[src/smpq_pkg.sv]
`default_nettype none
package smpq_pkg;

	localparam int MAX_SEGMENTS = 256;
	localparam int MAX_LAYERS   = 16;

	localparam int SEG_AW = (MAX_SEGMENTS > 1) ? $clog2(MAX_SEGMENTS) : 1;
	localparam int SEG_CW = $clog2(MAX_SEGMENTS + 1);

	localparam int COORD_W = 24;
	localparam int FLIP_W  = COORD_W + 2;
	localparam int DIFF_W  = COORD_W + 1;
	localparam int MUL_W   = DIFF_W + 1;
	localparam int PROD_W  = 2 * MUL_W;
	localparam int DEN_W   = 2 * COORD_W + 1;
	localparam int NUM_W   = 2 * DEN_W;
	localparam int DIV_STEPS = NUM_W - DEN_W;
	localparam int QW      = DEN_W + 1;
	localparam int ROOT_W  = QW / 2;
	localparam int SQ_LO_W = DEN_W / 2 + 1;
	localparam int DIST_W  = 24;
	localparam int M_W     = QW + 4;

	localparam int WIDTH_W = 16;
	localparam int KSQ_W   = 2 * WIDTH_W;
	localparam int LAYER_W = 4;

	localparam int TSIZE_W    = 23;
	localparam int SCOUNT_W   = 9;
	localparam int LCOUNT_W   = 5;
	localparam int CFG_IDX_W  = 3;
	localparam int CFG_DATA_W = 23;

	localparam logic [DIST_W-1:0]  DIST_MAX    = '1;
	localparam logic [WIDTH_W-1:0] LINE_MIN_2X = WIDTH_W'(384);
	localparam logic [WIDTH_W-1:0] WALL_MIN_2X = WIDTH_W'(256);

	localparam logic [CFG_IDX_W-1:0] CFG_TABLE_WIDTH  = CFG_IDX_W'(0);
	localparam logic [CFG_IDX_W-1:0] CFG_TABLE_HEIGHT = CFG_IDX_W'(1);
	localparam logic [CFG_IDX_W-1:0] CFG_SEG_COUNT    = CFG_IDX_W'(2);
	localparam logic [CFG_IDX_W-1:0] CFG_LAYER_COUNT  = CFG_IDX_W'(3);
	localparam logic [CFG_IDX_W-1:0] CFG_GROUND_LAYER = CFG_IDX_W'(4);

	typedef logic signed [COORD_W-1:0] coord_t;

	typedef struct packed {
		logic [TSIZE_W-1:0]  table_width;
		logic [TSIZE_W-1:0]  table_height;
		logic [SEG_CW-1:0]   seg_n;
		logic [LCOUNT_W-1:0] layer_count;
		logic [LAYER_W-1:0]  ground_layer;
	} cfg_t;

	typedef struct packed {
		coord_t              sx;
		coord_t              sy;
		coord_t              ex;
		coord_t              ey;
		logic [LAYER_W-1:0]  layer;
		logic                wall;
		logic [WIDTH_W-1:0]  width;
	} seg_rec_t;

	typedef struct packed {
		logic                is_query;
		logic [SEG_AW-1:0]   addr;
		seg_rec_t            rec;
		coord_t              px;
		coord_t              py;
		logic [LAYER_W-1:0]  sel;
	} qent_t;

endpackage
`default_nettype wire

[src/smpq_front.sv]
`default_nettype none
module smpq_front (
	input  wire logic                         clk,
	input  wire logic                         arst_n,
	input  wire logic                         start,
	output logic                              busy,
	input  wire logic                         req_type,
	input  wire logic [7:0]                   entry_index,
	input  wire logic [3:0]                   seg_layer,
	input  wire logic                         seg_is_wall,
	input  wire logic signed [23:0]           seg_start_x,
	input  wire logic signed [23:0]           seg_start_y,
	input  wire logic signed [23:0]           seg_end_x,
	input  wire logic signed [23:0]           seg_end_y,
	input  wire logic [15:0]                  seg_width,
	input  wire logic signed [23:0]           point_x,
	input  wire logic signed [23:0]           point_y,
	input  wire logic [3:0]                   query_layer,
	input  wire smpq_pkg::cfg_t               cfg,
	output logic                              q_valid,
	output smpq_pkg::qent_t                   q_ent,
	input  wire logic                         pop
);
	import smpq_pkg::*;

	function automatic coord_t flip_y(input logic [TSIZE_W-1:0] th, input coord_t y);
		logic signed [FLIP_W-1:0] fy;
		fy = $signed({{(FLIP_W-TSIZE_W){1'b0}}, th}) - FLIP_W'(y);
		if (fy[FLIP_W-1:COORD_W-1] == '0 || fy[FLIP_W-1:COORD_W-1] == '1) begin
			return fy[COORD_W-1:0];
		end
		return fy[FLIP_W-1] ? {1'b1, {(COORD_W-1){1'b0}}} : {1'b0, {(COORD_W-1){1'b1}}};
	endfunction

	qent_t             buf_q [2];
	logic              wr_ptr_q, rd_ptr_q;
	logic [1:0]        count_q;
	qent_t             ent;
	logic              accept, push, in_range, sel_ok;

	assign busy     = (count_q == 2'd2);
	assign accept   = start && !busy;
	assign in_range = (32'(entry_index) < MAX_SEGMENTS);
	assign push     = accept && (req_type || in_range);
	assign sel_ok   = (5'(query_layer) < cfg.layer_count) && (32'(query_layer) < MAX_LAYERS);

	always_comb begin
		ent.is_query  = req_type;
		ent.addr      = SEG_AW'(entry_index);
		ent.rec.sx    = seg_start_x;
		ent.rec.sy    = flip_y(cfg.table_height, seg_start_y);
		ent.rec.ex    = seg_end_x;
		ent.rec.ey    = flip_y(cfg.table_height, seg_end_y);
		ent.rec.layer = seg_layer;
		ent.rec.wall  = seg_is_wall;
		ent.rec.width = seg_width;
		ent.px        = point_x;
		ent.py        = point_y;
		ent.sel       = sel_ok ? query_layer : cfg.ground_layer;
	end

	always_ff @(posedge clk or negedge arst_n) begin
		if (!arst_n) begin
			wr_ptr_q <= 1'b0;
			rd_ptr_q <= 1'b0;
			count_q  <= 2'd0;
		end else begin
			if (push) begin
				wr_ptr_q <= !wr_ptr_q;
			end
			if (pop) begin
				rd_ptr_q <= !rd_ptr_q;
			end
			count_q <= count_q + 2'(push) - 2'(pop);
		end
	end

	always_ff @(posedge clk) begin
		if (push) begin
			buf_q[wr_ptr_q] <= ent;
		end
	end

	assign q_valid = (count_q != 2'd0);
	assign q_ent   = buf_q[rd_ptr_q];

	a_pop_nonempty: assert property (@(posedge clk) disable iff (!arst_n)
		pop |-> count_q != 2'd0)
		else $error("request popped from empty queue");

endmodule
`default_nettype wire

[config.mk]
export PLATFORM = sky130hd
export DESIGN_NAME = smpq_front
export DESIGN_NICKNAME = d
export VERILOG_FILES = /design/src/smpq_pkg.sv /design/src/smpq_front.sv
export SDC_FILE = /design/constraint.sdc
export NUM_CORES = 1
export LEC_CHECK = 0
export BUFFER_PORTS_ARGS = -buffer_cell sky130_fd_sc_hd__buf_2
export CORE_UTILIZATION = 57
export DETAILED_ROUTE_END_ITERATION = 7
export HOLD_SLACK_MARGIN = 0.02
export PLACE_DENSITY_LB_ADDON = 0.15
export SETUP_SLACK_MARGIN = 0.05
export SLEW_MARGIN = 25
export SYNTH_ARGS = -nofsm -noshare
export SYNTH_HDL_FRONTEND = slang
export SYNTH_SLANG_ARGS = --single-unit
export TNS_END_PERCENT = 30
[constraint.sdc]
create_clock -name clk -period 17.05 [get_ports clk]
set_input_delay 0.8525 -clock clk [delete_from_list [all_inputs] [get_ports clk]]
set_output_delay 0.8525 -clock clk [all_outputs]
set_load 0.01 [all_outputs]
==> flow_summary_export.csv, run 1 <==
group,metric,value,unit
run_status,run_status,"finished, final reports clean",
cts,htree_levels,2,
timing,setup-violations-final,0,
setup_path,end_kind,"output port",
timing,fin_setup_tns,0,ns
grt,grt_max_degree,81,
floorplan,core_area,27200,um^2
cts,root_buffer,"clkbuf_16",
setup_path,cp_cell_sequence,"buf_6, buf_4, mux2_2, buf_2",
power_and_ir_drop,ir_worst_vdd,0.107,mV
power_and_ir_drop,p_leak,7.70,nW
power_and_ir_drop,pwr-share-seq,0.431,
setup_path,worstPathRequired,16.20,ns
route,vias,9823,
power_and_ir_drop,p_int,2.09,mW
cts,cts_max_path_buffers,3,
route,drt-total-wl,34800,um
timing,skew,0.0187,ns
floorplan,io_pins,426,
setup_path,cpMaxStageDelayCell,"dfrtp_4",
placement,gp_congestion,0.884,
floorplan,die_width,169,um
placement,dp_hpwl,24900,um
synth,synth_top_area_share,0.673,
route,first_pass_iters,5,
cts,cts_buffers,37,
timing,tightest_slew,1.04,ns
hold_path,hp-class,"input port to asynchronous set/reset pin",
floorplan,die_y,169,um
synth,yosys-top-cells-area,"edfxtp_1 (67%), mux2_2 (13%), ha_1 (4.0%)",
finish,drive_gt1_frac,0.454,
timing,slew_viol_final,0,
setup_path,cp_max_fo,80,
power_and_ir_drop,p_clk_frac,0.255,
synth,synth_cell_types,61,
cts,cts.sinks,360,
floorplan,die_area,28600,um^2
placement,portBuffers,393,
route,drtIter0Drc,605,
setup_path,cp_data_arrival_time,3.45,ns
grt,grt_pass1_wl,52200,um
setup_path,max_stage_delay,0.78,ns
timing,rsz0062_at_grt,"no",
synth,synth_warnings,0,
timing,finalCritPeriodShare,0.252,
synth,ys_seq_area_frac,0.679,
grt,grt_use_total,0.239,
timing,fmax,0.233,GHz
finish,area_growth,22.4,%
route,drc_errors,0,
cts,tritoncts,"yes",
power_and_ir_drop,power_per_cell_area,154,nW/um^2
cts,clock_latency,0.52,ns
setup_path,worst-r2r-cell-count,5,
grt,gr-total-overflow,0,
synth,ys.flop_type,"edfxtp_1",
timing,hold_viol,0,
flow_run,cap_viol_max_count,0,
setup_path,critPathLaunchType,"flop",
power_and_ir_drop,p_comb_frac,0.314,
power_and_ir_drop,power.total,2.99,mW
grt,antenna_found_initial,8,
grt,grt_pass1_vias,9809,
synth,ys_ff_latch,360,
synth,netlist_instances,1005,
timing,max_slew_margin,0.305,
synth,async_flop_share,0.0111,
cts,path_clk_slew,0.06,ns
setup_path,criticalPathCategory,"flop to output port",
floorplan,rows,60,
synth,syn-cell-area,15900,um^2
synth,synth_largest_area_cell,"edfxtp_1",
synth,synth.avg_cell_area,15.8,um^2
cts,cts_hold_buf,0,
power_and_ir_drop,power.switching,0.904,mW
timing,min_period,4.30,ns
route,via_per_inst,5.39,
cts,cts_setup_buffers,0,
route,wl_per_cell,19.1,um
finish,nets,1715,
route,postRouteAntennaNets,0,
synth,synth_edf_count,356,
floorplan,start_util,0.585,
power_and_ir_drop,swShare,0.302,
synth,synth_nets,1304,
cts,cts_resized,0,
[registers in the layout, indices dropped and copies added (netlist names)]
name      cells
rd_ptr_q      1
count_q       2
buf_q       356
wr_ptr_q      1
[layout make-up]
class	instances	area, um^2
antenna	6	15.0
inverter	59	221
tap	372	465
fill	1912	7720
timing repair buffer	400	2020
multi-input combinational	558	4780
clock inverter	20	155
clock buffer	46	1000
sequential	360	10800
[layer usage]
metal | share of wire | wire length, um | GRT usage
met1 | 0.38 | 13200 | 0.284
met2 | 0.51 | 17800 | 0.426
met3 | 0.077 | 2680 | 0.0521
met4 | 0.032 | 1120 | 0.0924
met5 | 0.00063 | 22 | 0
[cell usage after synthesis (2+ instances only)]
cell	number
nand3_1	13
dfrtp_1	4
o21ai_0	38
nand2_1	52
or2_2	4
inv_1	59
fa_1	2
nor2_1	15
a31oi_1	6
o2111ai_1	7
xnor2_1	24
a21o_1	13
nand2b_1	7
o211ai_1	3
and2_1	5
a211oi_1	3
a21oi_1	51
clkbuf_1	25
mux2_2	182
nor2b_1	6
o21a_1	7
and3_1	4
o21bai_1	4
maj3_2	3
xor2_1	18
nor3_1	4
edfxtp_1	356
maj3_1	2
nand4_1	2
a21boi_0	5
ha_1	51
[worst max-delay path: cells and delay by family, from the launching register on]
family | cells | cell delay, ns
buf+inv | 3 | 1.56
flops | 1 | 0.78
mux | 1 | 0.45
[metrics by stage]
| step | instance area, um^2 | utilization | std cells | hold WS [ns] | setup WS [ns] |
|---|---|---|---|---|---|
| floorplan | 15900 | - | 1005 | 0.460 | 8.00 |
| global placement | 18300 | 0.673 | 1749 | 0.477 | 12.90 |
| detailed placement | 18300 | 0.673 | 1749 | 0.489 | 12.85 |
| CTS | 19400 | 0.715 | 1815 | 0.110 | 12.48 |
| global route | 19500 | 0.716 | 1820 | 0.121 | 12.60 |
| finish | 19500 | 0.716 | 1821 | 0.132 | 12.75 |
[power groups by stage]
stage / registers [mW] / clock network (mW) / logic, mW
after floorplan: 1.32 / 0 / 0.614
after global placement: 1.30 / 0 / 0.937
after detailed placement: 1.31 / 0 / 0.944
after CTS: 1.29 / 0.781 / 0.952
after global routing: 1.31 / 0.813 / 1.01
final: 1.29 / 0.764 / 0.938
[final timing paths]
path	startpoint	end	slack, ns
hold reg to reg	count_q[1]$_DFF_PN0_	count_q[1]$_DFF_PN0_	0.50
min in group clk	count_q[1]$_DFF_PN0_	count_q[1]$_DFF_PN0_	0.50
max in group asynchronous	arst_n	rd_ptr_q$_DFFE_PN0P_	16.78
setup / recovery	rd_ptr_q$_DFFE_PN0P_	q_ent[86]	12.75
setup reg to reg	count_q[1]$_DFF_PN0_	buf_q[0][151]$_DFFE_PP_	14.25
hold / removal	arst_n	wr_ptr_q$_DFFE_PN0P_	0.13
[kinds of logic after synthesis]
logic type / synth area share
flip-flops: 0.679
adder cells (fa/ha/maj): 0.0461
AO/OA/AOI/OAI: 0.0631
buffers and inverters: 0.0211
multiplexers: 0.130
XOR/XNOR: 0.0231
AND/OR/NAND/NOR: 0.0380
[cells in the final DEF (no fill, tap or decap), types with 5 or more instances in the layout]
cell type	synthesis	final
buf_2	1	393
edfxtp_1	356	356
mux2_2	182	182
inv_1	59	59
nand2_1	52	52
a21oi_1	51	51
ha_1	51	51
o21ai_0	38	38
clkbuf_16	0	38
xnor2_1	24	24
xor2_1	18	18
nor2_1	15	14
a21o_1	13	13
nand3_1	13	13
clkinv_1	0	10
nand2b_1	7	7
o2111ai_1	7	7
o21a_1	7	7
diode_2	0	6
nor2b_1	6	6
a31oi_1	6	6
clkbuf_1	25	6
clkinv_2	0	6
buf_4	0	6
and2_1	5	5
a21boi_0	5	5
No activity file was read; power rests on OpenSTA's default activity.
==> inputs of run 2 (changes only) <==
--- a/config.mk
+++ b/config.mk
@@ -5,8 +5,9 @@
 export SDC_FILE = /design/constraint.sdc
 export NUM_CORES = 1
 export LEC_CHECK = 0
+export ABC_AREA = 1
 export BUFFER_PORTS_ARGS = -buffer_cell sky130_fd_sc_hd__buf_2
-export CORE_UTILIZATION = 57
+export CORE_UTILIZATION = 54
 export DETAILED_ROUTE_END_ITERATION = 7
 export HOLD_SLACK_MARGIN = 0.02
 export PLACE_DENSITY_LB_ADDON = 0.15
==> constraint.sdc (replaced) <==
create_clock -name clk -period 4.46 [get_ports clk]
set_input_delay 0.223 -clock clk [delete_from_list [all_inputs] [get_ports clk]]
set_output_delay 0.223 -clock clk [all_outputs]
set_load 0.01 [all_outputs]
==> flow_summary_export.csv, run 2 <==
group,metric,value,unit
cts,cts_resized,0,
setup_path,end_kind,"output port",
route,drtIter0Drc,570,
synth,synth_top_area_share,0.636,
grt,antenna_found_initial,6,
synth,ys_seq_area_frac,0.642,
synth,yosys-top-cells-area,"edfxtp_1 (64%), mux2_2 (12%), nand2_1 (5.6%)",
finish,top_register,"buf_q",
timing,finalCritPeriodShare,0.595,
floorplan,die_area,31800,um^2
cts,cts_buffers,38,
floorplan,start_util,0.549,
route,drc_errors,0,
hold_path,hold_path_startpoint,"cfg[0]",
synth,ys.flop_type,"edfxtp_1",
setup_path,worstPathRequired,4.24,ns
synth,synth.avg_cell_area,12.9,um^2
synth,synth_cell_types,38,
finish,drive_gt1_frac,0.362,
power_and_ir_drop,p_int,8.04,mW
finish,fin_area,21700,um^2
timing,layout_setup_ws,1.81,ns
power_and_ir_drop,swShare,0.314,
floorplan,die_width,178,um
floorplan,rows,64,
placement,place_area,19200,um^2
cts,cts_max_path_buffers,3,
cts,tritoncts,"yes",
cts,cts_setup_buffers,0,
cts,path_clk_slew,0.06,ns
timing,fin_setup_tns,0,ns
placement,dp_hpwl,29500,um
setup_path,cp_max_fo,41,
synth,syn-cell-area,16800,um^2
power_and_ir_drop,p_leak,9.25,nW
setup_path,criticalPathCategory,"flop to output port",
timing,hold_ws,0.0324,ns
run_status,run_status,"finished, final reports clean",
cts,cts_hold_buf,128,
grt,grt_pass1_vias,11500,
route,vias,11600,
power_and_ir_drop,ir_worst_vdd,0.376,mV
grt,gr-total-overflow,0,
synth,synth_common_cells,"edfxtp_1 (356), nand2_1 (252), mux2_2 (181)",
synth,netlist_instances,1301,
synth,synth_nets,1600,
timing,setup-violations-final,0,
cts,clock_latency,0.51,ns
finish,layout.cells.non_filler,2274,
finish,largest_reg_flops,356,
cts,cts.sinks,360,
setup_path,cp_data_arrival_time,2.43,ns
synth,async_flop_share,0.0111,
power_and_ir_drop,pwr-share-seq,0.419,
route,postRouteAntennaNets,0,
synth,synth_warnings,0,
finish,nets,2144,
floorplan,io_pins,426,
power_and_ir_drop,power_per_cell_area,540,nW/um^2
route,wl_per_cell,18.3,um
floorplan,core_area,30600,um^2
placement,place_worst_setup_slack,1.69,ns
timing,slew_viol_final,0,
timing,min_period,2.65,ns
synth,synth_edf_count,356,
timing,skew,0.0124,ns
power_and_ir_drop,p_clk_frac,0.250,
finish,reg_top3,"buf_q x356, count_q x2",
placement,gp_congestion,0.944,
setup_path,critPathLaunchType,"flop",
route,first_pass_iters,5,
cts,htree_levels,2,
grt,grt_use_total,0.254,
timing,fmax,0.377,GHz
synth,ys_ff_latch,360,
setup_path,timing.rr.start,"count_q[1]$_DFF_PN0_",
synth,synth_largest_area_cell,"edfxtp_1",
synth,yosysMostFrequentCell,"edfxtp_1",
placement,placed_cells,2072,
flow_run,cap_viol_max_count,0,
placement,portBuffers,393,
power_and_ir_drop,power.switching,3.68,mW
timing,rsz0062_at_grt,"no",
grt,grt_pass1_wl,61400,um
finish,final_common_cell,"buf_2",
hold_path,hp-class,"input port to flop",
grt,grt_max_degree,100,
power_and_ir_drop,p_comb_frac,0.330,
setup_path,worstSetupStartpoint,"rd_ptr_q$_DFFE_PN0P_",
timing,tightest_slew,0.937,ns
finish,final_cell_mix,"buf_2 (393), edfxtp_1 (356), nand2_1 (252), mux2_2 (181), inv_1 (164)",
timing,hold_viol,0,
route,drt-total-wl,41600,um
finish,area_growth,29.2,%
timing,max_slew_margin,0.374,
floorplan,die_y,178,um
cts,root_buffer,"clkbuf_16",
route,via_per_inst,5.09,
run 2: worst max-delay path: stages, from the launching register on:
cell and delay (ns):
dfrtp_4 0.76, buf_4 0.55, mux2_2 0.41, buf_2 0.14
run 2: cells by family after synthesis:
group                      after synthesis  synth area share
xor gates and xnor gates                31            0.0162
AOI/OAI and AO/OA                       85            0.0287
buffers and inverters                  190            0.0457
adders and majority gates               53            0.0404
DFF                                    360             0.642
and+or+nand+nor                        401             0.105
muxes                                  181             0.121
run 2: layer usage:
layer / GRT usage / up-vias / wire (um)
met1: 0.310 / 5441 / 16700
met4: 0.0862 / 6 / 1250
met2: 0.449 / 396 / 20900
li1: - / 5649 / -
met3: 0.0507 / 78 / 2700
met5: 0 / - / 41
run 2: worst paths after layout:
kind | endpoint | slack [ns] | cells after the start
worst max-delay path | q_ent[141] | 1.81 | 3
worst min-delay path | buf_q[1][0]$_DFFE_PP_ | 0.03 | 3
worst max register to register | buf_q[0][103]$_DFFE_PP_ | 1.95 | 4
worst min register to register | count_q[1]$_DFF_PN0_ | 0.58 | 2
max in group asynchronous | rd_ptr_q$_DFFE_PN0P_ | 4.21 | 2
min in group asynchronous | count_q[1]$_DFF_PN0_ | 0.11 | 2
run 2: cell type report:
class	instances	area, um^2
clock buffers	46	1000
clock inverters	23	161
flip-flops and latches	360	10800
repair buffers	529	3370
diodes	4	10.0
inverters	165	619
well taps	396	495
multi-input cells	751	5250
fillers	2188	8880
run 2: metrics by stage:
step                total power, mW   util
floorplan                      7.41      -
global placement               8.69  0.629
detailed placement             8.76  0.629
CTS                            11.8  0.709
global route                   12.3  0.710
finish                         11.7  0.710
run 2: power by group through the flow:
stage | registers (mW) | clock network [mW] | logic [mW]
global placement | 4.94 | 0 | 3.75
finish | 4.91 | 2.94 | 3.87
floorplan | 4.99 | 0 | 2.42
global route | 4.99 | 3.11 | 4.17
detailed placement | 4.99 | 0 | 3.77
CTS | 4.93 | 2.99 | 3.89
==> inputs of run 3 (changes only) <==
--- a/config.mk
+++ b/config.mk
@@ -5,9 +5,9 @@
 export SDC_FILE = /design/constraint.sdc
 export NUM_CORES = 1
 export LEC_CHECK = 0
-export ABC_AREA = 1
+export ABC_AREA = 0
 export BUFFER_PORTS_ARGS = -buffer_cell sky130_fd_sc_hd__buf_2
-export CORE_UTILIZATION = 54
+export CORE_UTILIZATION = 53
 export DETAILED_ROUTE_END_ITERATION = 7
 export HOLD_SLACK_MARGIN = 0.02
 export PLACE_DENSITY_LB_ADDON = 0.15
==> constraint.sdc (replaced) <==
create_clock -name clk -period 2.5 [get_ports clk]
set_input_delay 0.125 -clock clk [delete_from_list [all_inputs] [get_ports clk]]
set_output_delay 0.125 -clock clk [all_outputs]
set_load 0.01 [all_outputs]
==> flow_summary_export.csv, run 3 (same netlist as run 1, synthesis figures left out) <==
group,metric,value,unit
flow_run,cap_viol_max_count,0,
placement,dp_hpwl,26800,um
grt,top_usage_layer,"met2",
setup_path,worstPathRequired,2.75,ns
setup_path,critPathLaunchType,"input port",
setup_path,worst-r2r-cell-count,3,
cts,cts_setup_buffers,0,
finish,final_cell_mix,"buf_2 (393), edfxtp_1 (356), mux2_2 (182), dlygate4sd3_1 (138), buf_4 (102)",
route,via_per_inst,5.20,
floorplan,die_area,30700,um^2
route,drtIter0Drc,698,
route,first_pass_iters,5,
timing,setup-violations-final,0,
grt,grt_use_met1,0.302,
floorplan,core_area,29600,um^2
power_and_ir_drop,power_per_cell_area,969,nW/um^2
finish,top_register,"buf_q",
finish,reg_top3,"buf_q x356, count_q x2",
hold_path,hp-class,"input port to flop",
grt,grt_max_degree,95,
floorplan,die_width,175,um
cts,htree_levels,2,
setup_path,cp_data_arrival_time,2.58,ns
floorplan,rows,63,
route,drc_errors,0,
route,drt-total-wl,39500,um
setup_path,end_kind,"flop",
setup_path,rr_endpoint,"buf_q[1][98]$_DFFE_PP_",
cts,root_buffer,"clkbuf_16",
floorplan,die_y,175,um
finish,area_growth,36.5,%
grt,grt_util_met2,0.452,
grt,gr-total-overflow,0,
grt,grt_pass1_wl,59000,um
floorplan,io_pins,426,
finish,fin_util,0.734,
placement,place_area,19200,um^2
cts,cts_buffers,38,
timing,hold_viol,0,
grt,grt_use_total,0.253,
setup_path,timing.rr.start,"count_q[1]$_DFF_PN0_",
power_and_ir_drop,ir_worst_vdd,0.668,mV
finish,final_common_cell,"buf_2",
timing,slew_viol_final,0,
grt,antenna_found_initial,3,
route,postRouteAntennaNets,0,
timing,rsz0062_at_grt,"yes",
cts,clock_latency,0.51,ns
cts,cts.sinks,360,
timing,finalCritPeriodShare,0.932,
timing,tightest_slew,0.579,ns
finish,fin_area,21700,um^2
timing,fmax,0.429,GHz
finish,nets,1956,
setup_path,rrSetupSlack,0.72,ns
route,wl_per_cell,19.0,um
grt,met3_usage,0.0422,
timing,layout_setup_ws,0.170,ns
finish,drive_gt1_frac,0.450,
placement,portBuffers,393,
placement,place_worst_setup_slack,-0.559,ns
cts,cts_max_path_buffers,3,
placement,gp_congestion,0.857,
cts,path_clk_slew,0.06,ns
floorplan,start_util,0.538,
finish,largest_reg_flops,356,
power_and_ir_drop,p_leak,8.77,nW
setup_path,cp_max_fo,5,
hold_path,min_path_cells,3,
run_status,run_status,"finished, final reports clean",
timing,max_slew_margin,0.612,
cts,tritoncts,"yes",
hold_path,hold_path_startpoint,"seg_end_y[0]",
grt,grt_pass1_vias,11100,
timing,min_period,2.33,ns
timing,skew,0.0186,ns
setup_path,criticalPathCategory,"input port to flop",
route,vias,10800,
hold_path,holdPathEnd,"buf_q[1][73]$_DFFE_PP_",
## run 3: cell types whose count changed in the layout (fill, tap and decap cells not counted), sizes merged, moves of 13 or more
cell,delta
nand2,-212
inv,-108
buf,+101
nor2,-38
nand3,-37
o21ai,+17
xnor2,+15
nand4,-13
## run 3: worst max-delay path by stage
stage	from	end	slack, ns
2_1_floorplan	count_q[1]$_DFF_PN0_	buf_q[0][0]$_DFFE_PP_	-1.15
3_3_place_gp	cfg[18]	buf_q[0][141]$_DFFE_PP_	-0.42
3_5_place_dp	cfg[18]	buf_q[0][129]$_DFFE_PP_	-0.56
4_1_cts	cfg[18]	buf_q[0][125]$_DFFE_PP_	0.15
5_1_grt	cfg[18]	buf_q[0][75]$_DFFE_PP_	0.01
6_report	cfg[18]	buf_q[1][75]$_DFFE_PP_	0.17
## run 3: critical path: stages
cell and delay [ns]:
buf_2 0.10, inv_1 0.12, ha_1 0.21, fa_1 0.20, nor2b_1 0.07, o2111ai_1 0.22, nand3_1 0.15, a211oi_1 0.31
o221a_2 0.29, o31ai_4 0.09, buf_4 0.15, nor3_4 0.29, buf_4 0.19, a21oi_1 0.05
## run 3: cell type report
cell class                      instances  area, um^2
Antenna cell                            3        7.51
Clock inverter                         18         126
Inverter                               59         221
Fill cell                            2012        7870
Multi-Input combinational cell        558        4800
Tap cell                              390         488
Sequential cell                       360       10800
Timing Repair Buffer                  640        4250
Clock buffer                           50         996
## run 3: per-stage QoR
stage	hold slack (ns)	setup TNS (ns)	std cells	power (mW)
2_1_floorplan	-0.171	-321.31	1005	13.0
3_3_place_gp	-0.0651	-19.49	1869	15.7
3_5_place_dp	-0.0611	-27.97	1869	15.8
4_1_cts	0.0611	0	2075	21.1
5_1_grt	0.0667	0	2078	21.9
6_report	0.0730	0	2078	21.0
## run 3: report_power, final
group	total (mW)	switching (mW)	internal (mW)	leakage [nW]
Combinational	7.24	3.97	3.26	4.90
Clock	5.10	2.18	2.92	0.546
Sequential	8.68	0.311	8.37	3.33
## run 3: per-layer routing
metal | up-vias | part of all wire
met2 | 380 | 0.51
met5 | - | 0
met4 | 0 | 0.038
met3 | 93 | 0.055
met1 | 5186 | 0.39
li1 | 5145 | -
## run 3: timing repair
item,CTS,global route
hold buffers,138,0
pin swaps,0,0
cloned,0,0
gates resized for setup,1,4
setup endpoints to repair,22,34
endpoints found under the hold margin,266,0
